File: src/design/sbtb_pkg.sv
// ----------------------------------------------------------------------------
// sbtb_pkg
// widths, codes, types and small tables of the bitmap text blitter
// ----------------------------------------------------------------------------
package sbtb_pkg;

  // word field widths
  localparam int CMD_W    = 2;
  localparam int ROW_W    = 5;
  localparam int BCOL_W   = 8;
  localparam int PIX_W    = 8;
  localparam int SQX_W    = 8;
  localparam int SQY_W    = 7;
  localparam int SIDE_W   = 3;
  localparam int COLR_W   = 16;

  // configuration register widths
  localparam int SCL_W      = 3;
  localparam int TW_W       = 11;
  localparam int SPD_W      = 4;
  localparam int CFG_IDX_W  = 3;
  localparam int CFG_DATA_W = 16;

  // internal widths
  localparam int POS_W  = 16;
  localparam int REM_W  = 2;
  localparam int TWS_W  = 14;
  localparam int CC_W   = 11;
  localparam int X_W    = 17;
  localparam int Y_W    = 9;
  localparam int HGT_W  = 8;
  localparam int ACC_W  = 4;
  localparam int SPT_W  = 3;

  // parameter defaults
  localparam int DEF_PANEL_WIDTH    = 64;
  localparam int DEF_PANEL_HEIGHT   = 32;
  localparam int DEF_MAX_TEXT_WIDTH = 2048;
  localparam int DEF_SCROLL_ROWS    = 16;

  // commands
  localparam logic [CMD_W-1:0] CMD_TICK    = 2'd0;
  localparam logic [CMD_W-1:0] CMD_BYTE    = 2'd1;
  localparam logic [CMD_W-1:0] CMD_RESTART = 2'd2;

  // register indexes
  localparam logic [CFG_IDX_W-1:0] CFG_SCROLL_MODE = 3'd0;
  localparam logic [CFG_IDX_W-1:0] CFG_SCALE       = 3'd1;
  localparam logic [CFG_IDX_W-1:0] CFG_TEXT_WIDTH  = 3'd2;
  localparam logic [CFG_IDX_W-1:0] CFG_SPEED_CODE  = 3'd3;
  localparam logic [CFG_IDX_W-1:0] CFG_DRAW_COLOUR = 3'd4;

  // configuration seen by the datapath units
  typedef struct packed {
    logic              scroll_mode;
    logic [SCL_W-1:0]  scale_eff;
    logic [TW_W-1:0]   canvas_w;
    logic [TWS_W-1:0]  text_span;
    logic              scrolling;
    logic [SPD_W-1:0]  speed_code;
    logic [COLR_W-1:0] colour;
  } cfg_t;

  // scroll unit commands
  typedef struct packed {
    logic tick;
    logic restart;
  } scr_ctl_t;

  // byte handed to the blit unit
  typedef struct packed {
    logic              start;
    logic [ROW_W-1:0]  row;
    logic [BCOL_W-1:0] bcol;
    logic [PIX_W-1:0]  bits;
  } blt_req_t;

  typedef struct packed {
    logic [ACC_W-1:0] q;
    logic [REM_W-1:0] r;
  } qr_t;

  typedef enum logic [2:0] {
    BLT_IDLE,
    BLT_BASE,
    BLT_ORIG,
    BLT_WALK,
    BLT_FLUSH
  } blt_state_t;

  typedef enum logic [1:0] {
    SCR_IDLE,
    SCR_STEP,
    SCR_WRAP
  } scr_state_t;

  // speed numerator per code, codes outside 1..10 mean 1/1
  function automatic logic [SPT_W-1:0] speed_num(input logic [SPD_W-1:0] code);
    logic [SPT_W-1:0] n;
    unique case (code)
      4'd4:    n = 3'd2;
      4'd5:    n = 3'd3;
      4'd7:    n = 3'd5;
      4'd8:    n = 3'd3;
      4'd9:    n = 3'd7;
      4'd10:   n = 3'd2;
      default: n = 3'd1;
    endcase
    return n;
  endfunction

  function automatic logic [SPT_W-1:0] speed_den(input logic [SPD_W-1:0] code);
    logic [SPT_W-1:0] d;
    unique case (code)
      4'd1:    d = 3'd4;
      4'd2:    d = 3'd3;
      4'd3:    d = 3'd2;
      4'd4:    d = 3'd3;
      4'd5:    d = 3'd4;
      4'd7:    d = 3'd4;
      4'd8:    d = 3'd2;
      4'd9:    d = 3'd4;
      default: d = 3'd1;
    endcase
    return d;
  endfunction

  // quotient and remainder of a small accumulator by a denominator of 1..4
  function automatic qr_t div_small(input logic [ACC_W-1:0] acc,
                                    input logic [SPT_W-1:0] den);
    qr_t              res;
    logic [ACC_W-1:0] t;
    res = '0;
    t   = '0;
    unique case (den)
      3'd2: begin
        res.q = acc >> 1;
        res.r = {1'b0, acc[0]};
      end
      3'd3: begin
        if (acc >= 4'd9) begin
          res.q = 4'd3;
        end else if (acc >= 4'd6) begin
          res.q = 4'd2;
        end else if (acc >= 4'd3) begin
          res.q = 4'd1;
        end else begin
          res.q = 4'd0;
        end
        t     = acc - (res.q << 1) - res.q;
        res.r = t[REM_W-1:0];
      end
      3'd4: begin
        res.q = acc >> 2;
        res.r = acc[REM_W-1:0];
      end
      default: begin
        res.q = acc;
        res.r = '0;
      end
    endcase
    return res;
  endfunction

endpackage

File: src/design/sbtb_in_if.sv
// ----------------------------------------------------------------------------
// sbtb_in_if
// command word channel into the blitter
// ----------------------------------------------------------------------------
interface sbtb_in_if;
  logic                         valid;
  logic                         ready;
  logic [sbtb_pkg::CMD_W-1:0]   cmd;
  logic [sbtb_pkg::ROW_W-1:0]   canvas_row;
  logic [sbtb_pkg::BCOL_W-1:0]  byte_column;
  logic [sbtb_pkg::PIX_W-1:0]   pixel_bits;

  modport source (output valid, cmd, canvas_row, byte_column, pixel_bits, input ready);
  modport sink   (input valid, cmd, canvas_row, byte_column, pixel_bits, output ready);
endinterface

File: src/design/sbtb_out_if.sv
// ----------------------------------------------------------------------------
// sbtb_out_if
// square word channel out of the blitter
// ----------------------------------------------------------------------------
interface sbtb_out_if;
  logic                               valid;
  logic                               ready;
  logic signed [sbtb_pkg::SQX_W-1:0]  square_x;
  logic signed [sbtb_pkg::SQY_W-1:0]  square_y;
  logic [sbtb_pkg::SIDE_W-1:0]        square_side;
  logic [sbtb_pkg::COLR_W-1:0]        square_colour;
  logic                               last_square;

  modport source (output valid, square_x, square_y, square_side, square_colour, last_square,
                  input ready);
  modport sink   (input valid, square_x, square_y, square_side, square_colour, last_square,
                  output ready);
endinterface

File: src/design/scrolling_bitmap_text_blitter.sv
// ----------------------------------------------------------------------------
// scrolling_bitmap_text_blitter
// maps a 1-bit text bitmap onto the panel as scaled squares, with scrolling
// ----------------------------------------------------------------------------
//
//  channel  | dir | handshake             | word
//  ---------+-----+-----------------------+-----------------------------------
//  in_bus   | in  | valid/ready           | cmd, canvas_row, byte_column, bits
//  out_bus  | out | valid/ready           | square x/y/side/colour, last mark
//  cfg_*    | in  | cfg_we, no back-press | cfg_index, cfg_wdata
//
//  a canvas byte goes from the accept cycle through the setup states base
//  and orig, then the bit walk shifts one pixel bit per cycle through the
//  shift register while the output does not stall, then the flush state;
//  a frame tick passes through the step state, and the wrap state while
//  the text scrolls; a restart acts at accept, an unknown command not at all
//  output stalls hold the bit walk when a second visible square is found
//  while the output register is still full, and hold the flush while the
//  last square of the byte waits for that register
//  synchronous active-low reset: scroll position to the right panel edge,
//  remainder to zero, registers to their reset values, no word pending
//
module scrolling_bitmap_text_blitter #(
  parameter int PANEL_WIDTH    = sbtb_pkg::DEF_PANEL_WIDTH,
  parameter int PANEL_HEIGHT   = sbtb_pkg::DEF_PANEL_HEIGHT,
  parameter int MAX_TEXT_WIDTH = sbtb_pkg::DEF_MAX_TEXT_WIDTH,
  parameter int SCROLL_ROWS    = sbtb_pkg::DEF_SCROLL_ROWS
) (
  input  logic                             clk,
  input  logic                             rst_n,
  sbtb_in_if.sink                          in_bus,
  sbtb_out_if.source                       out_bus,
  input  logic                             cfg_we,
  input  logic [sbtb_pkg::CFG_IDX_W-1:0]   cfg_index,
  input  logic [sbtb_pkg::CFG_DATA_W-1:0]  cfg_wdata
);

  sbtb_pkg::cfg_t                      cfg;
  sbtb_pkg::scr_ctl_t                  scr_ctl;
  sbtb_pkg::blt_req_t                  blt_req;
  logic signed [sbtb_pkg::POS_W-1:0]   scroll_pos;
  logic                                scr_busy;
  logic                                blt_busy;
  logic                                in_ready;
  logic                                in_take;

  // register file plus clamped scale, text span and scroll decision
  sbtb_cfg #(
    .PANEL_WIDTH    (PANEL_WIDTH),
    .MAX_TEXT_WIDTH (MAX_TEXT_WIDTH)
  ) u_cfg (
    .clk       (clk),
    .rst_n     (rst_n),
    .cfg_we    (cfg_we),
    .cfg_index (cfg_index),
    .cfg_wdata (cfg_wdata),
    .cfg       (cfg)
  );

  // one word in flight at a time: either unit busy holds the input
  assign in_ready     = !blt_busy && !scr_busy;
  assign in_bus.ready = in_ready;
  assign in_take      = in_bus.valid && in_ready;

  // command decode, unknown codes fall through with no effect
  always_comb begin
    scr_ctl.tick    = in_take && (in_bus.cmd == sbtb_pkg::CMD_TICK);
    scr_ctl.restart = in_take && (in_bus.cmd == sbtb_pkg::CMD_RESTART);
    blt_req.start   = in_take && (in_bus.cmd == sbtb_pkg::CMD_BYTE);
    blt_req.row     = in_bus.canvas_row;
    blt_req.bcol    = in_bus.byte_column;
    blt_req.bits    = in_bus.pixel_bits;
  end

  // scroll position, advanced by the frame tick
  sbtb_scroll #(
    .PANEL_WIDTH (PANEL_WIDTH)
  ) u_scroll (
    .clk   (clk),
    .rst_n (rst_n),
    .ctl   (scr_ctl),
    .cfg   (cfg),
    .pos   (scroll_pos),
    .busy  (scr_busy)
  );

  // per-byte geometry and the bit walk, owns the output register
  sbtb_blit #(
    .PANEL_WIDTH  (PANEL_WIDTH),
    .PANEL_HEIGHT (PANEL_HEIGHT),
    .SCROLL_ROWS  (SCROLL_ROWS)
  ) u_blit (
    .clk     (clk),
    .rst_n   (rst_n),
    .req     (blt_req),
    .cfg     (cfg),
    .pos     (scroll_pos),
    .busy    (blt_busy),
    .out_bus (out_bus)
  );

endmodule

File: src/design/sbtb_cfg.sv
// ----------------------------------------------------------------------------
// sbtb_cfg
// configuration registers and the values derived from them
// ----------------------------------------------------------------------------
module sbtb_cfg #(
  parameter int PANEL_WIDTH    = sbtb_pkg::DEF_PANEL_WIDTH,
  parameter int MAX_TEXT_WIDTH = sbtb_pkg::DEF_MAX_TEXT_WIDTH
) (
  input  logic                             clk,
  input  logic                             rst_n,
  input  logic                             cfg_we,
  input  logic [sbtb_pkg::CFG_IDX_W-1:0]   cfg_index,
  input  logic [sbtb_pkg::CFG_DATA_W-1:0]  cfg_wdata,
  output sbtb_pkg::cfg_t                   cfg
);

  localparam int TW_W   = sbtb_pkg::TW_W;
  localparam int TWS_W  = sbtb_pkg::TWS_W;
  localparam int SCL_W  = sbtb_pkg::SCL_W;
  localparam int CAP    = (MAX_TEXT_WIDTH < (1 << TW_W)) ? MAX_TEXT_WIDTH : (1 << TW_W) - 1;
  localparam logic [TW_W-1:0]  CAP_C = TW_W'(CAP);
  localparam logic [TWS_W:0]   PW_C  = (TWS_W + 1)'(PANEL_WIDTH);

  logic                             scroll_mode_r;
  logic [SCL_W-1:0]                 scale_r;
  logic [TW_W-1:0]                  text_width_r;
  logic [sbtb_pkg::SPD_W-1:0]       speed_code_r;
  logic [sbtb_pkg::COLR_W-1:0]      draw_colour_r;

  logic [SCL_W-1:0]                 s_eff;
  logic [TWS_W-1:0]                 span;
  logic [TW_W-1:0]                  w_raw;

  always_ff @(posedge clk) begin
    if (!rst_n) begin
      scroll_mode_r <= 1'b0;
      scale_r       <= 3'd1;
      text_width_r  <= '0;
      speed_code_r  <= 4'd6;
      draw_colour_r <= 16'hFFFF;
    end else if (cfg_we) begin
      unique case (cfg_index)
        sbtb_pkg::CFG_SCROLL_MODE: scroll_mode_r <= cfg_wdata[0];
        sbtb_pkg::CFG_SCALE:       scale_r       <= cfg_wdata[SCL_W-1:0];
        sbtb_pkg::CFG_TEXT_WIDTH:  text_width_r  <= cfg_wdata[TW_W-1:0];
        sbtb_pkg::CFG_SPEED_CODE:  speed_code_r  <= cfg_wdata[sbtb_pkg::SPD_W-1:0];
        sbtb_pkg::CFG_DRAW_COLOUR: draw_colour_r <= cfg_wdata[sbtb_pkg::COLR_W-1:0];
        default: ;
      endcase
    end
  end

  // clamp scale to 1..4
  always_comb begin
    if (scale_r == 3'd0) begin
      s_eff = 3'd1;
    end else if (scale_r > 3'd4) begin
      s_eff = 3'd4;
    end else begin
      s_eff = scale_r;
    end
  end

  assign span  = {{(TWS_W - TW_W){1'b0}}, text_width_r} * {{(TWS_W - SCL_W){1'b0}}, s_eff};
  assign w_raw = (text_width_r == '0) ? TW_W'(1) : text_width_r;

  always_comb begin
    cfg.scroll_mode = scroll_mode_r;
    cfg.scale_eff   = s_eff;
    cfg.canvas_w    = (w_raw > CAP_C) ? CAP_C : w_raw;
    cfg.text_span   = span;
    cfg.scrolling   = scroll_mode_r && ({1'b0, span} > PW_C);
    cfg.speed_code  = speed_code_r;
    cfg.colour      = draw_colour_r;
  end

endmodule

File: src/design/sbtb_scroll.sv
// ----------------------------------------------------------------------------
// sbtb_scroll
// scroll position with fractional speed accumulator and wrap
// ----------------------------------------------------------------------------
module sbtb_scroll #(
  parameter int PANEL_WIDTH = sbtb_pkg::DEF_PANEL_WIDTH
) (
  input  logic                                clk,
  input  logic                                rst_n,
  input  sbtb_pkg::scr_ctl_t                  ctl,
  input  sbtb_pkg::cfg_t                      cfg,
  output logic signed [sbtb_pkg::POS_W-1:0]   pos,
  output logic                                busy
);

  localparam int POS_W = sbtb_pkg::POS_W;
  localparam int REM_W = sbtb_pkg::REM_W;
  localparam int ACC_W = sbtb_pkg::ACC_W;
  localparam logic signed [POS_W-1:0] HOME = POS_W'(PANEL_WIDTH);

  sbtb_pkg::scr_state_t        state_r, state_nxt;
  logic signed [POS_W-1:0]     pos_r, pos_nxt;
  logic [REM_W-1:0]            rem_r, rem_nxt;

  logic [ACC_W-1:0]            acc;
  sbtb_pkg::qr_t               dv;
  logic signed [POS_W-1:0]     neg_span;

  always_ff @(posedge clk) begin
    if (!rst_n) begin
      state_r <= sbtb_pkg::SCR_IDLE;
      pos_r   <= HOME;
      rem_r   <= '0;
    end else begin
      state_r <= state_nxt;
      pos_r   <= pos_nxt;
      rem_r   <= rem_nxt;
    end
  end

  always_comb begin
    state_nxt = sbtb_pkg::SCR_IDLE;
    unique case (state_r)
      sbtb_pkg::SCR_IDLE: state_nxt = ctl.tick ? sbtb_pkg::SCR_STEP : sbtb_pkg::SCR_IDLE;
      sbtb_pkg::SCR_STEP: state_nxt = cfg.scrolling ? sbtb_pkg::SCR_WRAP : sbtb_pkg::SCR_IDLE;
      sbtb_pkg::SCR_WRAP: state_nxt = sbtb_pkg::SCR_IDLE;
      default:            state_nxt = sbtb_pkg::SCR_IDLE;
    endcase
  end

  // step: remainder plus numerator, split by denominator
  assign acc      = {{(ACC_W - REM_W){1'b0}}, rem_r}
                  + {{(ACC_W - sbtb_pkg::SPT_W){1'b0}}, sbtb_pkg::speed_num(cfg.speed_code)};
  assign dv       = sbtb_pkg::div_small(acc, sbtb_pkg::speed_den(cfg.speed_code));
  assign neg_span = -$signed({{(POS_W - sbtb_pkg::TWS_W){1'b0}}, cfg.text_span});

  always_comb begin
    pos_nxt = pos_r;
    rem_nxt = rem_r;
    unique case (state_r)
      sbtb_pkg::SCR_IDLE: begin
        if (ctl.restart) begin
          pos_nxt = HOME;
          rem_nxt = '0;
        end
      end
      sbtb_pkg::SCR_STEP: begin
        if (cfg.scrolling) begin
          pos_nxt = pos_r - $signed({{(POS_W - ACC_W){1'b0}}, dv.q});
          rem_nxt = dv.r;
        end
      end
      sbtb_pkg::SCR_WRAP: begin
        // text fully gone past the left edge
        if (pos_r < neg_span) begin
          pos_nxt = HOME;
          rem_nxt = '0;
        end
      end
      default: ;
    endcase
  end

  always_comb begin
    busy = (state_r != sbtb_pkg::SCR_IDLE);
    pos  = pos_r;
  end

endmodule

File: src/design/sbtb_blit.sv
// ----------------------------------------------------------------------------
// sbtb_blit
// bit-serial walk over one canvas byte, emitting visible squares
// ----------------------------------------------------------------------------
module sbtb_blit #(
  parameter int PANEL_WIDTH  = sbtb_pkg::DEF_PANEL_WIDTH,
  parameter int PANEL_HEIGHT = sbtb_pkg::DEF_PANEL_HEIGHT,
  parameter int SCROLL_ROWS  = sbtb_pkg::DEF_SCROLL_ROWS
) (
  input  logic                               clk,
  input  logic                               rst_n,
  input  sbtb_pkg::blt_req_t                 req,
  input  sbtb_pkg::cfg_t                     cfg,
  input  logic signed [sbtb_pkg::POS_W-1:0]  pos,
  output logic                               busy,
  sbtb_out_if.source                         out_bus
);

  localparam int XW     = sbtb_pkg::X_W;
  localparam int YW     = sbtb_pkg::Y_W;
  localparam int CC_W   = sbtb_pkg::CC_W;
  localparam int ROW_W  = sbtb_pkg::ROW_W;
  localparam int BCOL_W = sbtb_pkg::BCOL_W;
  localparam int PIX_W  = sbtb_pkg::PIX_W;
  localparam int SCL_W  = sbtb_pkg::SCL_W;
  localparam int HGT_W  = sbtb_pkg::HGT_W;
  localparam int POS_W  = sbtb_pkg::POS_W;
  localparam int SQX_W  = sbtb_pkg::SQX_W;
  localparam int SQY_W  = sbtb_pkg::SQY_W;
  localparam int BI_W   = $clog2(PIX_W);
  localparam int RS_W   = ROW_W + SCL_W;

  localparam logic signed [XW-1:0] PW_X = XW'(PANEL_WIDTH);

  // per-scale canvas height and vertical offset
  localparam int HGT_ST  [4] = '{PANEL_HEIGHT / 1, PANEL_HEIGHT / 2,
                                 PANEL_HEIGHT / 3, PANEL_HEIGHT / 4};
  localparam int YOFF_ST [4] = '{(PANEL_HEIGHT - (PANEL_HEIGHT / 1) * 1) / 2,
                                 (PANEL_HEIGHT - (PANEL_HEIGHT / 2) * 2) / 2,
                                 (PANEL_HEIGHT - (PANEL_HEIGHT / 3) * 3) / 2,
                                 (PANEL_HEIGHT - (PANEL_HEIGHT / 4) * 4) / 2};
  localparam int YOFF_SC [4] = '{(PANEL_HEIGHT - SCROLL_ROWS * 1) / 2,
                                 (PANEL_HEIGHT - SCROLL_ROWS * 2) / 2,
                                 (PANEL_HEIGHT - SCROLL_ROWS * 3) / 2,
                                 (PANEL_HEIGHT - SCROLL_ROWS * 4) / 2};

  sbtb_pkg::blt_state_t        state_r, state_nxt;
  logic [ROW_W-1:0]            row_r, row_nxt;
  logic [BCOL_W-1:0]           bcol_r, bcol_nxt;
  logic [PIX_W-1:0]            sh_r, sh_nxt;
  logic signed [XW-1:0]        xbase_r, xbase_nxt;
  logic [CC_W-1:0]             bcs_r, bcs_nxt;
  logic signed [XW-1:0]        x_r, x_nxt;
  logic [CC_W-1:0]             col_r, col_nxt;
  logic signed [YW-1:0]        y_r, y_nxt;
  logic                        row_ok_r, row_ok_nxt;
  logic                        pend_v_r, pend_v_nxt;
  logic [SQX_W-1:0]            pend_x_r, pend_x_nxt;

  logic                        out_v_r, out_v_nxt;
  logic [SQX_W-1:0]            out_x_r, out_x_nxt;
  logic [SQY_W-1:0]            out_y_r, out_y_nxt;
  logic [SCL_W-1:0]            out_side_r, out_side_nxt;
  logic [sbtb_pkg::COLR_W-1:0] out_colour_r, out_colour_nxt;
  logic                        out_last_r, out_last_nxt;

  logic [1:0]                  sidx;
  logic signed [XW-1:0]        s_x;
  logic signed [XW-1:0]        xs;
  logic signed [XW-1:0]        ctr_diff;
  logic signed [XW-1:0]        xbase_sel;
  logic [HGT_W-1:0]            h_sel;
  logic signed [YW-1:0]        yoff_sel;
  logic [RS_W-1:0]             rs;
  logic                        hi_ok, lo_ok, col_ok, qual;
  logic                        out_free, walk_adv, out_load, load_last;

  always_ff @(posedge clk) begin
    if (!rst_n) begin
      state_r  <= sbtb_pkg::BLT_IDLE;
      pend_v_r <= 1'b0;
      out_v_r  <= 1'b0;
    end else begin
      state_r  <= state_nxt;
      pend_v_r <= pend_v_nxt;
      out_v_r  <= out_v_nxt;
    end
  end

  always_ff @(posedge clk) begin
    row_r        <= row_nxt;
    bcol_r       <= bcol_nxt;
    sh_r         <= sh_nxt;
    xbase_r      <= xbase_nxt;
    bcs_r        <= bcs_nxt;
    x_r          <= x_nxt;
    col_r        <= col_nxt;
    y_r          <= y_nxt;
    row_ok_r     <= row_ok_nxt;
    pend_x_r     <= pend_x_nxt;
    out_x_r      <= out_x_nxt;
    out_y_r      <= out_y_nxt;
    out_side_r   <= out_side_nxt;
    out_colour_r <= out_colour_nxt;
    out_last_r   <= out_last_nxt;
  end

  // geometry helpers
  assign sidx      = 2'(cfg.scale_eff - 3'd1);
  assign s_x       = $signed({{(XW - SCL_W){1'b0}}, cfg.scale_eff});
  assign xs        = x_r + s_x;
  assign ctr_diff  = PW_X - $signed({{(XW - sbtb_pkg::TWS_W){1'b0}}, cfg.text_span});
  assign h_sel     = cfg.scroll_mode ? HGT_W'(SCROLL_ROWS) : HGT_W'(HGT_ST[sidx]);
  assign yoff_sel  = cfg.scroll_mode ? YW'(YOFF_SC[sidx]) : YW'(YOFF_ST[sidx]);
  assign rs        = {{SCL_W{1'b0}}, row_r} * {{ROW_W{1'b0}}, cfg.scale_eff};

  always_comb begin
    if (!cfg.scroll_mode) begin
      xbase_sel = '0;
    end else if (cfg.scrolling) begin
      xbase_sel = {{(XW - POS_W){pos[POS_W-1]}}, pos};
    end else begin
      xbase_sel = ctr_diff >>> 1;
    end
  end

  // visibility of the bit at the head of the shift register
  assign hi_ok  = !cfg.scroll_mode ? (xs <= PW_X) : (cfg.scrolling ? (x_r < PW_X) : 1'b1);
  assign lo_ok  = cfg.scrolling ? (xs > $signed(XW'(0))) : 1'b1;
  assign col_ok = !cfg.scroll_mode || (col_r < cfg.canvas_w);

  // next state
  always_comb begin
    state_nxt = state_r;
    unique case (state_r)
      sbtb_pkg::BLT_IDLE:  state_nxt = req.start ? sbtb_pkg::BLT_BASE : sbtb_pkg::BLT_IDLE;
      sbtb_pkg::BLT_BASE:  state_nxt = sbtb_pkg::BLT_ORIG;
      sbtb_pkg::BLT_ORIG:  state_nxt = sbtb_pkg::BLT_WALK;
      sbtb_pkg::BLT_WALK: begin
        if (walk_adv && (col_r[BI_W-1:0] == BI_W'(PIX_W - 1))) begin
          state_nxt = sbtb_pkg::BLT_FLUSH;
        end
      end
      sbtb_pkg::BLT_FLUSH: begin
        if (!pend_v_r || out_free) begin
          state_nxt = sbtb_pkg::BLT_IDLE;
        end
      end
      default:             state_nxt = sbtb_pkg::BLT_IDLE;
    endcase
  end

  // control outputs
  always_comb begin
    busy      = (state_r != sbtb_pkg::BLT_IDLE);
    out_free  = !out_v_r || out_bus.ready;
    qual      = sh_r[PIX_W-1] && row_ok_r && hi_ok && lo_ok && col_ok;
    walk_adv  = 1'b0;
    out_load  = 1'b0;
    load_last = 1'b0;
    unique case (state_r)
      sbtb_pkg::BLT_WALK: begin
        // a second hit pushes the held one out, wait if the output is full
        walk_adv = !(qual && pend_v_r && !out_free);
        out_load = walk_adv && qual && pend_v_r;
      end
      sbtb_pkg::BLT_FLUSH: begin
        out_load  = pend_v_r && out_free;
        load_last = 1'b1;
      end
      default: ;
    endcase
  end

  // datapath
  always_comb begin
    row_nxt        = row_r;
    bcol_nxt       = bcol_r;
    sh_nxt         = sh_r;
    xbase_nxt      = xbase_r;
    bcs_nxt        = bcs_r;
    x_nxt          = x_r;
    col_nxt        = col_r;
    y_nxt          = y_r;
    row_ok_nxt     = row_ok_r;
    pend_v_nxt     = pend_v_r;
    pend_x_nxt     = pend_x_r;
    out_x_nxt      = out_x_r;
    out_y_nxt      = out_y_r;
    out_side_nxt   = out_side_r;
    out_colour_nxt = out_colour_r;
    out_last_nxt   = out_last_r;

    unique case (state_r)
      sbtb_pkg::BLT_IDLE: begin
        if (req.start) begin
          row_nxt  = req.row;
          bcol_nxt = req.bcol;
          sh_nxt   = req.bits;
        end
      end
      sbtb_pkg::BLT_BASE: begin
        xbase_nxt  = xbase_sel;
        bcs_nxt    = {{(CC_W - BCOL_W){1'b0}}, bcol_r} * {{(CC_W - SCL_W){1'b0}}, cfg.scale_eff};
        y_nxt      = yoff_sel + $signed({{(YW - RS_W){1'b0}}, rs});
        row_ok_nxt = {{(HGT_W - ROW_W){1'b0}}, row_r} < h_sel;
      end
      sbtb_pkg::BLT_ORIG: begin
        x_nxt      = xbase_r + $signed({{(XW - CC_W - BI_W){1'b0}}, bcs_r, {BI_W{1'b0}}});
        col_nxt    = CC_W'({bcol_r, {BI_W{1'b0}}});
        pend_v_nxt = 1'b0;
      end
      sbtb_pkg::BLT_WALK: begin
        if (walk_adv) begin
          x_nxt   = xs;
          col_nxt = col_r + CC_W'(1);
          sh_nxt  = sh_r << 1;
          if (qual) begin
            pend_x_nxt = x_r[SQX_W-1:0];
            pend_v_nxt = 1'b1;
          end
        end
      end
      sbtb_pkg::BLT_FLUSH: begin
        if (out_load) begin
          pend_v_nxt = 1'b0;
        end
      end
      default: ;
    endcase

    if (out_load) begin
      out_v_nxt      = 1'b1;
      out_x_nxt      = pend_x_r;
      out_y_nxt      = y_r[SQY_W-1:0];
      out_side_nxt   = cfg.scale_eff;
      out_colour_nxt = cfg.colour;
      out_last_nxt   = load_last;
    end else begin
      out_v_nxt      = out_v_r && !out_bus.ready;
    end
  end

  assign out_bus.valid         = out_v_r;
  assign out_bus.square_x      = out_x_r;
  assign out_bus.square_y      = out_y_r;
  assign out_bus.square_side   = out_side_r;
  assign out_bus.square_colour = out_colour_r;
  assign out_bus.last_square   = out_last_r;

endmodule

File: src/flat_wrapper.sv
// flat-port wrapper written by rule: the top's interface ports become plain ports
module scrolling_bitmap_text_blitter_flat 
#(
  parameter int PANEL_WIDTH    = sbtb_pkg::DEF_PANEL_WIDTH,
  parameter int PANEL_HEIGHT   = sbtb_pkg::DEF_PANEL_HEIGHT,
  parameter int MAX_TEXT_WIDTH = sbtb_pkg::DEF_MAX_TEXT_WIDTH,
  parameter int SCROLL_ROWS    = sbtb_pkg::DEF_SCROLL_ROWS
)
  (clk, rst_n, cfg_we, cfg_index, cfg_wdata, in_bus_valid, in_bus_cmd, in_bus_canvas_row, in_bus_byte_column, in_bus_pixel_bits, in_bus_ready, out_bus_valid, out_bus_square_x, out_bus_square_y, out_bus_square_side, out_bus_square_colour, out_bus_last_square, out_bus_ready);
  sbtb_in_if in_bus_i ();
  sbtb_out_if out_bus_i ();
  input  logic clk;
  input  logic rst_n;
  input  logic cfg_we;
  input  logic [sbtb_pkg::CFG_IDX_W-1:0] cfg_index;
  input  logic [sbtb_pkg::CFG_DATA_W-1:0] cfg_wdata;
  input wire logic [$bits(in_bus_i.valid)-1:0] in_bus_valid;
  input wire logic [$bits(in_bus_i.cmd)-1:0] in_bus_cmd;
  input wire logic [$bits(in_bus_i.canvas_row)-1:0] in_bus_canvas_row;
  input wire logic [$bits(in_bus_i.byte_column)-1:0] in_bus_byte_column;
  input wire logic [$bits(in_bus_i.pixel_bits)-1:0] in_bus_pixel_bits;
  output wire logic [$bits(in_bus_i.ready)-1:0] in_bus_ready;
  output wire logic [$bits(out_bus_i.valid)-1:0] out_bus_valid;
  output wire logic [$bits(out_bus_i.square_x)-1:0] out_bus_square_x;
  output wire logic [$bits(out_bus_i.square_y)-1:0] out_bus_square_y;
  output wire logic [$bits(out_bus_i.square_side)-1:0] out_bus_square_side;
  output wire logic [$bits(out_bus_i.square_colour)-1:0] out_bus_square_colour;
  output wire logic [$bits(out_bus_i.last_square)-1:0] out_bus_last_square;
  input wire logic [$bits(out_bus_i.ready)-1:0] out_bus_ready;
  assign in_bus_i.valid = in_bus_valid;
  assign in_bus_i.cmd = in_bus_cmd;
  assign in_bus_i.canvas_row = in_bus_canvas_row;
  assign in_bus_i.byte_column = in_bus_byte_column;
  assign in_bus_i.pixel_bits = in_bus_pixel_bits;
  assign in_bus_ready = in_bus_i.ready;
  assign out_bus_valid = out_bus_i.valid;
  assign out_bus_square_x = out_bus_i.square_x;
  assign out_bus_square_y = out_bus_i.square_y;
  assign out_bus_square_side = out_bus_i.square_side;
  assign out_bus_square_colour = out_bus_i.square_colour;
  assign out_bus_last_square = out_bus_i.last_square;
  assign out_bus_i.ready = out_bus_ready;
  scrolling_bitmap_text_blitter #(.PANEL_WIDTH(PANEL_WIDTH), .PANEL_HEIGHT(PANEL_HEIGHT), .MAX_TEXT_WIDTH(MAX_TEXT_WIDTH), .SCROLL_ROWS(SCROLL_ROWS)) u_core (.clk(clk), .rst_n(rst_n), .in_bus(in_bus_i), .out_bus(out_bus_i), .cfg_we(cfg_we), .cfg_index(cfg_index), .cfg_wdata(cfg_wdata));
endmodule
File: config.mk
export PLATFORM = sky130hd
export DESIGN_NAME = scrolling_bitmap_text_blitter_flat
export DESIGN_NICKNAME = d
export VERILOG_FILES = /design/src/design/sbtb_pkg.sv /design/src/design/sbtb_in_if.sv /design/src/design/sbtb_out_if.sv /design/src/design/scrolling_bitmap_text_blitter.sv /design/src/design/sbtb_cfg.sv /design/src/design/sbtb_scroll.sv /design/src/design/sbtb_blit.sv /design/src/flat_wrapper.sv
export SDC_FILE = /design/constraint.sdc
export NUM_CORES = 1
export LEC_CHECK = 0
export BUFFER_PORTS_ARGS = -buffer_cell sky130_fd_sc_hd__buf_2
export CORE_UTILIZATION = 50
export CTS_CLUSTER_SIZE = 14
export DETAILED_ROUTE_END_ITERATION = 16
export HOLD_SLACK_MARGIN = 0.1
export PLACE_DENSITY = 0.68
export SETUP_SLACK_MARGIN = 0.15
export SLEW_MARGIN = 20
export SYNTH_ARGS = -nofsm -noshare
export SYNTH_HDL_FRONTEND = slang
export SYNTH_HIERARCHICAL = 1
export SYNTH_SLANG_ARGS = --single-unit
File: constraint.sdc
create_clock -name clk -period 9.09 [get_ports clk]
set_input_delay 1.3635 -clock clk [delete_from_list [all_inputs] [get_ports clk]]
set_output_delay 1.3635 -clock clk [all_outputs]
set_load 0.1 [all_outputs]
==> flow_summary.ini, run 1 <==
[floorplan]
die_h_um = 157
io_pins = 84
dieWidth_um = 157
core-area_um2 = 23500
dieArea_um2 = 24700
rows = 56
initial_core_util = 0.512

[routing]
wl_per_cell_um = 16.0
postRouteAntennaNets = 0
drtIter0Drc = 550
drc_errors = 0
detail_route.first_pass.iterations = 5
routed_wl_um = 26400
vias = 9055
viasPerCell = 5.49

[logic_synthesis]
syn_area_um2 = 12000
synth_seq_cells = 187
yosysTopAreaCell = edfxtp_1
yosysWarningCount = 6
synth-async-reset-ratio = 0
synthMostInstantiatedCell = nand2_1
synthTopCellsByArea = edfxtp_1 32%, dfxtp_1 10%, ha_1 9.0%
yosys-top-cells-count = 196 x nand2_1, 127 x edfxtp_1, 92 x nor2_1, 87 x ha_1, 81 x inv_1
yosys.area.top_type_share = 0.317
synth.distinct_cells = 85
synthesis.nets = 1425
avgSynthCellArea_um2 = 9.53
yosysSeqAreaShare = 0.416
synthCells = 1264
synth_ff_type = edfxtp_1
synth_edf_count = 127

[setup_path]
cp.required_ps = 9410
start_kind = flop
crit_path_end_kind = flop
critPathKind = reg2reg
crit_arrival_ps = 6800
cp_max_fo = 30

[clocking]
root_buffer = clkbuf_16
cts_hold_buf = 0
cts_num_sinks = 187
cts_buffers = 17
post_cts_resized = 0
cts_tree = yes
clock_latency_ps = 440
htree_levels = 4
clk_path_buf_depth = 2
postCtsSetupBuffers = 0
clkTransAtPathRegs_ps = 80

[hold_path]
worstHoldPathType = reg2reg

[sta]
period_needed_ps = 6480
fmax_mhz = 154
finalSetupViolCount = 0
fin_setup_tns_ps = 0
min_period_over_period = 0.713
report.final.hold_viol_count = 0
worstMarginPinSlew_ps = 842
fin_skew_ps = 13.3
rsz0062_at_grt = no
slew_violations = 0
slew_headroom = 0.436

[global_route]
antenna_found_initial = 0
grt_pass1_wl_um = 43200
overflow = 0
grt_usage = 0.222
grt_start_max_net_pins = 50
grt_pass1_vias = 8739

[power]
power_leakage_nw = 5.55
irDropWorstVdd_mv = 0.109
powerDensity_nw_per_um2 = 141
total_power_mw = 1.88

[flow_run]
drv_cap = 0

[final_layout]
fin_nets = 1478
layout-drive-gt1-share = 0.120
utilization = 0.567
area_delta_synth_final_pct = 10.8
antenna_cells = 0

[placement]
dp_hpwl_um = 19100
io_buffers = 83
gp_congestion = 0.897

[outcome]
status = complete, no violations
cell type report:
cell class              count  area [µm²]
fillers                  2072       10200
well taps                 319         399
inverters                  81         304
clock buffers              18         450
multi-input cells         939        6520
repair buffers             91         495
flip-flops and latches    187        5020
clock inverters            14         164
routing by layer:
metal  GRT usage  vias to the layer above  share of wire
met1       0.298                     4347           0.48
met2       0.373                      154           0.48
met5           0                        -              0
met3      0.0325                       23          0.030
met4      0.0629                        0          0.014
li1            -                     4531              -
final timing paths:
kind,start,slack (ps),depth (start not counted),to
worst max register to register,u_core/u_cfg/scale_r[2]$_SDFFE_PN0P_,2610,22,u_core/u_scroll/pos[6]$_SDFFE_PN1P_
worst max-delay path,u_core/u_cfg/scale_r[2]$_SDFFE_PN0P_,2610,22,u_core/u_scroll/pos[6]$_SDFFE_PN1P_
worst min-delay path,u_core/u_blit/pend_x_r[0]$_DFFE_PP_,420,0,u_core/u_blit/out_bus.square_x[0]$_DFFE_PP_
worst min register to register,u_core/u_blit/pend_x_r[0]$_DFFE_PP_,420,0,u_core/u_blit/out_bus.square_x[0]$_DFFE_PP_
sequential cells by signal (all words and copies together) (netlist names), 3 cells and up:
register / count
u_core/u_blit/bcol_r: 8
u_core/u_blit/bcs_r: 11
u_core/u_blit/col_r: 11
u_core/u_blit/out_bus.square_colour: 16
u_core/u_blit/out_bus.square_side: 3
u_core/u_blit/out_bus.square_x: 8
u_core/u_blit/out_bus.square_y: 7
u_core/u_blit/pend_x_r: 8
u_core/u_blit/row_r: 5
u_core/u_blit/sh_r: 8
u_core/u_blit/state_r: 3
u_core/u_blit/x_r: 17
u_core/u_blit/xbase_r: 16
u_core/u_blit/y_r: 7
u_core/u_cfg/draw_colour_r: 16
u_core/u_cfg/scale_r: 3
u_core/u_cfg/speed_code_r: 4
u_core/u_cfg/text_width_r: 11
u_core/u_scroll/pos: 16
cell families (layout without fill, tap and decap cells):
| group | count (synthesis) | in the layout | synth area share |
|---|---|---|---|
| multiplexers | 15 | 15 | 0.0131 |
| flip-flops | 187 | 187 | 0.416 |
| XOR/XNOR | 87 | 87 | 0.0633 |
| buffers and inverters | 138 | 204 | 0.0447 |
| AO/OA/AOI/OAI | 211 | 211 | 0.120 |
| adder cells (fa/ha/maj) | 114 | 114 | 0.135 |
| other | 1 | 1 | 0.000311 |
| AND/OR/NAND/NOR | 511 | 511 | 0.207 |
critical path, cell delays in order, from the launching register on:
cell and delay (ps):
dfxtp_2 730, nor2b_2 90, buf_4 260, and2_1 220, fa_1 500, ha_1 200, inv_1 70, fa_1 410
nor2b_1 210, o2111ai_1 200, nand2_1 130, xor2_1 150, or3_1 440, nor4_1 390, nand2_1 180, xnor2_1 170
ha_1 310, nand4_1 130, or3_1 400, a221oi_1 230, or4_4 190, mux2_4 380, or3_1 360
layout by cell type (no fill, tap or decap), types with 27 or more instances in the layout:
cell      instances
a21oi_1          60
and2_1           30
buf_2            83
dfxtp_1          59
edfxtp_1        127
fa_1             27
ha_1             87
inv_1            81
nand2_1         196
nand3_1          42
nor2_1           91
nor3_1           31
o21ai_0          35
xnor2_1          49
xor2_1           38
report_power, final:
part	internal [mW]	switching, mW	leakage, nW	total [mW]
Combinational	0.0733	0.110	3.60	0.183
Clock	0.388	0.367	0.297	0.755
Sequential	0.928	0.0194	1.66	0.947
Total	1.39	0.496	5.55	1.88
stage by stage:
stage	instances	instance area, µm²	hold slack [ps]	worst slack, ps
CTS	1648	13300	421	2260
finish	1649	13400	420	2610
global route	1649	13400	427	2200
detailed placement	1616	12700	405	2340
global placement	1616	12700	401	2520
floorplan	1264	12000	400	3190
Power figures use the tool's default switching activity.
==> run 2, diff against run 1 <==
==> constraint.sdc (replaced) <==
create_clock -name clk -period 6.13 [get_ports clk]
set_input_delay 0.9195 -clock clk [delete_from_list [all_inputs] [get_ports clk]]
set_output_delay 0.9195 -clock clk [all_outputs]
set_load 0.1 [all_outputs]
==> flow_summary.ini, run 2 (synthesis results as in run 1) <==
[outcome]
status = complete, no violations

[placement]
dp_hpwl_um = 19800
gp_congestion = 0.916
io_buffers = 83

[power]
internal-power_mw = 2.04
powerDensity_nw_per_um2 = 206
combinationalPowerShare = 0.100
switching_share = 0.265
clkPwrFrac = 0.394
p_seq_frac = 0.505
p_switching_mw = 0.737
irDropWorstVdd_mv = 0.209
power_leakage_nw = 5.62

[hold_path]
min_to = u_core/u_blit/out_bus.square_y[4]$_DFFE_PP_
worstHoldPathType = reg2reg
hp-start = u_core/u_blit/y_r[4]$_DFFE_PP_
holdPathStages = 0

[floorplan]
core-area_um2 = 23500
rows = 56
die_h_um = 157
dieWidth_um = 157
io_pins = 84
initial_core_util = 0.512
dieArea_um2 = 24700

[sta]
period_needed_ps = 5770
rsz0062_at_grt = no
report.final.hold_viol_count = 0
fin_skew_ps = 12.2
fin_setup_tns_ps = 0
fmax_mhz = 173
slew_headroom = 0.471
slew_violations = 0
finalSetupViolCount = 0
worstMarginPinSlew_ps = 773
min_period_over_period = 0.941

[routing]
drc_errors = 0
detail_route.first_pass.iterations = 5
postRouteAntennaNets = 0
drtIter0Drc = 776
routed_wl_um = 26700
vias = 9299
viasPerCell = 5.59
wl_per_cell_um = 16.1

[final_layout]
fin_nets = 1492
largest_reg_flops = 17
layout-drive-gt1-share = 0.132
multi_input_area_um2 = 6560
utilization = 0.572
fillers = 2088
regMostFlops = u_core/u_blit/x_r
final_common_cell = nand2_1
antenna_cells = 0
area_delta_synth_final_pct = 11.8
seq_area_um2 = 5020
most-common-layout-cells = 196 x nand2_1, 127 x edfxtp_1, 91 x nor2_1

[global_route]
grt_start_max_net_pins = 46
grt_usage = 0.225
grt_pass1_wl_um = 43900
grt_pass1_vias = 9087
antenna_found_initial = 0
overflow = 0

[setup_path]
cp.required_ps = 6440
critPathKind = reg2reg
crit_path_end_kind = flop
r2r.worst_path.cells = 21
timing.rr.end = u_core/u_scroll/pos[6]$_SDFFE_PN1P_
crit_arrival_ps = 6080
cp_max_fo = 14
r2r_setup_slack_ps = 360
reg2reg_from = u_core/u_cfg/scale_r[1]$_SDFFE_PN0P_
start_kind = flop

[flow_run]
drv_cap = 0

[clocking]
cts_tree = yes
clk_path_buf_depth = 2
clock_latency_ps = 430
cts_hold_buf = 0
clkTransAtPathRegs_ps = 80
htree_levels = 4
cts_buffers = 17
cts_num_sinks = 187
root_buffer = clkbuf_16
run 2: cell types whose count changed in the layout (fill, tap and decap cells not counted), sizes merged:
cell / delta
clkbuf: -1
buf: +14
clkinv: +1
run 2: repair_timing:
item,4_1_cts,5_1_grt
gates resized for setup,0,9
setup endpoints to repair,0,31
setup buffers,0,2
run 2: final cells by class:
class / count / area share
clock inverter: 15 / 0.0125
inverter: 81 / 0.0226
sequential: 187 / 0.372
multi-input combinational: 939 / 0.487
clock buffer: 17 / 0.0316
timing repair buffer: 105 / 0.0446
tap: 319 / 0.0296
run 2: worst max-delay path by stage:
stage	start	endpoint	slack, ps	cells after the start
floorplan	u_core/u_cfg/scale_r[2]$_SDFFE_PN0P_	u_core/u_blit/out_bus.last_square$_DFFE_PP_	230	17
global placement	u_core/u_cfg/scale_r[2]$_SDFFE_PN0P_	u_core/u_scroll/pos[6]$_SDFFE_PN1P_	460	21
detailed placement	u_core/u_cfg/scale_r[2]$_SDFFE_PN0P_	u_core/u_scroll/pos[6]$_SDFFE_PN1P_	300	21
CTS	u_core/u_cfg/scale_r[2]$_SDFFE_PN0P_	u_core/u_scroll/pos[6]$_SDFFE_PN1P_	260	21
global route	u_core/u_cfg/scale_r[1]$_SDFFE_PN0P_	u_core/u_scroll/pos[6]$_SDFFE_PN1P_	130	21
finish	u_core/u_cfg/scale_r[1]$_SDFFE_PN0P_	u_core/u_scroll/pos[6]$_SDFFE_PN1P_	360	21
run 2: layer usage:
layer  global-route usage  wire, µm
met5                    0         0
met4               0.0652       444
met3               0.0336      1030
met2                0.387     12900
met1                0.291     12300
run 2: power groups by stage:
| stage | combinational (mW) | clock (mW) | sequential, mW |
|---|---|---|---|
| final | 0.279 | 1.09 | 1.40 |
| after floorplan | 0.203 | 0 | 1.42 |
| after global routing | 0.309 | 1.17 | 1.41 |
| after CTS | 0.275 | 1.12 | 1.40 |
| after detailed placement | 0.273 | 0 | 1.43 |
| after global placement | 0.267 | 0 | 1.43 |
run 2: critical path: stages, from the launching register on:
cell and delay [ps]:
dfxtp_1 350, nor2b_2 170, and2_1 180, fa_1 520, ha_1 190, inv_1 60, fa_1 400, nor2b_1 230
o2111ai_2 170, nand2_1 110, xor2_1 80, or3_1 420, or4_1 540, nor2_1 130, xor2_1 80, ha_1 270
nand4_1 130, or3_1 390, a221oi_1 250, or4_4 210, mux2_4 380, or3_1 370
run 2: through the flow:
step	hold WS [ps]	power (mW)	std cells	worst slack [ps]	instance area, µm²
floorplan	400	1.62	1264	226	12000
global placement	400	1.70	1629	464	12800
detailed placement	405	1.70	1629	297	12800
CTS	420	2.79	1661	265	13400
global route	424	2.89	1663	133	13500
finish	420	2.78	1663	362	13500
==> run 3, diff against run 2 <==
--- a/config.mk
+++ b/config.mk
@@ -6,11 +6,10 @@
 export NUM_CORES = 1
 export LEC_CHECK = 0
 export BUFFER_PORTS_ARGS = -buffer_cell sky130_fd_sc_hd__buf_2
-export CORE_UTILIZATION = 50
+export CORE_UTILIZATION = 25
 export CTS_CLUSTER_SIZE = 14
 export DETAILED_ROUTE_END_ITERATION = 16
 export HOLD_SLACK_MARGIN = 0.1
-export PLACE_DENSITY = 0.68
 export SETUP_SLACK_MARGIN = 0.15
 export SLEW_MARGIN = 20
 export SYNTH_ARGS = -nofsm -noshare
==> flow_summary.ini, run 3 (synthesis results as in run 1) <==
[setup_path]
critPathKind = reg2reg
crit_arrival_ps = 6130
start_kind = flop
cp_max_fo = 21
crit_path_end_kind = flop
cp.required_ps = 6460

[power]
powerDensity_nw_per_um2 = 202
total_power_mw = 2.79
irDropWorstVdd_mv = 0.147
power_leakage_nw = 5.62

[routing]
detail_route.first_pass.iterations = 5
drc_errors = 0
postRouteAntennaNets = 0
viasPerCell = 4.73
drtIter0Drc = 528
wl_met1_um = 13100
routed.top_layer = met4
wl_met2_um = 13900
routed_wl_um = 28700
wl_per_cell_um = 14.6
wl_met3_um = 1020
vias = 9269

[clocking]
postCtsSetupBuffers = 0
clkTransAtPathRegs_ps = 70
clk_path_buf_depth = 2
htree_levels = 4
cts_hold_buf = 0
post_cts_resized = 0
clock_latency_ps = 450
cts_tree = yes
cts_buffers = 17
root_buffer = clkbuf_16
cts_num_sinks = 187

[global_route]
overflow = 0
grt_pass1_wl_um = 46800
grt_usage = 0.119
antenna_found_initial = 0
grt_start_max_net_pins = 50
grt_pass1_vias = 9201

[placement]
place_inst = 1928
io_buffers = 83
gp_congestion = 0.909
dp_hpwl_um = 21500
dpl_cell_area_um2 = 13200
pre_cts_ws_ps = 360

[sta]
fin_skew_ps = 13.9
fmax_mhz = 173
slew_violations = 0
finalSetupViolCount = 0
period_needed_ps = 5790
min_period_over_period = 0.945
rsz0062_at_grt = no
hold_ws_ps = 422
worstMarginPinSlew_ps = 869
fin_setup_tns_ps = 0
slew_headroom = 0.421
fin_ws_ps = 336
report.final.hold_viol_count = 0

[floorplan]
io_pins = 84
initial_core_util = 0.253
dieArea_um2 = 49100
rows = 80
dieWidth_um = 222
core-area_um2 = 47600
die_h_um = 222

[final_layout]
area_delta_synth_final_pct = 14.6
layout-drive-gt1-share = 0.132
antenna_cells = 0
fillers = 5036
most-common-layout-cells = 196 x nand2_1, 127 x edfxtp_1, 91 x nor2_1
multi_input_area_um2 = 6540
fin_nets = 1493
final_common_cell = nand2_1
fin_cells = 1960
regMostFlops = u_core/u_blit/x_r
largest_reg_flops = 17
utilization = 0.290
fin_area_um2 = 13800
seq_area_um2 = 5020

[flow_run]
drv_cap = 0

[outcome]
status = complete, no violations

[hold_path]
worstHoldPathType = reg2reg
-- run 3: cell types whose count changed in the layout (fill, tap and decap cells not counted), sizes merged --
cell | before | now
clkinvlp | 1 | 0
clkbuf | 17 | 20
clkinv | 7 | 6
buf | 105 | 106
inv | 88 | 87
-- run 3: worst paths after layout --
check | startpoint | to | slack, ps | cells past startpoint
worst max register to register | u_core/u_cfg/scale_r[2]$_SDFFE_PN0P_ | u_core/u_scroll/pos[6]$_SDFFE_PN1P_ | 340 | 22
worst max-delay path | u_core/u_cfg/scale_r[2]$_SDFFE_PN0P_ | u_core/u_scroll/pos[6]$_SDFFE_PN1P_ | 340 | 22
worst min-delay path | u_core/u_blit/y_r[6]$_DFFE_PP_ | u_core/u_blit/out_bus.square_y[6]$_DFFE_PP_ | 420 | 0
worst min register to register | u_core/u_blit/y_r[6]$_DFFE_PP_ | u_core/u_blit/out_bus.square_y[6]$_DFFE_PP_ | 420 | 0
-- run 3: critical path: stages, from the launching register on --
cell and delay [ps]:
dfxtp_2 370, a21oi_2 120, buf_4 160, buf_4 280
nand2_1 120, fa_1 500, inv_1 40, ha_1 360
o21a_1 170, nor3_1 50, a211oi_1 290, xor2_1 150
buf_4 180, nor4_1 440, nand2_1 170, xnor2_1 170
ha_1 330, nand4_1 150, or3_1 410, a221oi_1 250
or4_4 200, mux2_4 380, or3_1 350
-- run 3: area by class of cell --
cell class | count | share of cell area
clock buffer | 20 | 0.0339
clock inverter | 12 | 0.00870
inverter | 81 | 0.0220
multi-input combinational | 939 | 0.474
sequential | 187 | 0.363
tap | 615 | 0.0557
timing repair buffer | 106 | 0.0426
-- run 3: power by group --
part,leakage [nW],switching [mW],internal [mW]
combinational,3.67,0.167,0.111
clock,0.289,0.532,0.573
sequential,1.66,0.0284,1.38
-- run 3: metal layers --
layer / vias to the layer above / global-route usage
met5: - / 0
met4: 0 / 0.0410
met3: 31 / 0.0233
met2: 178 / 0.204
met1: 4495 / 0.148
li1: 4565 / -
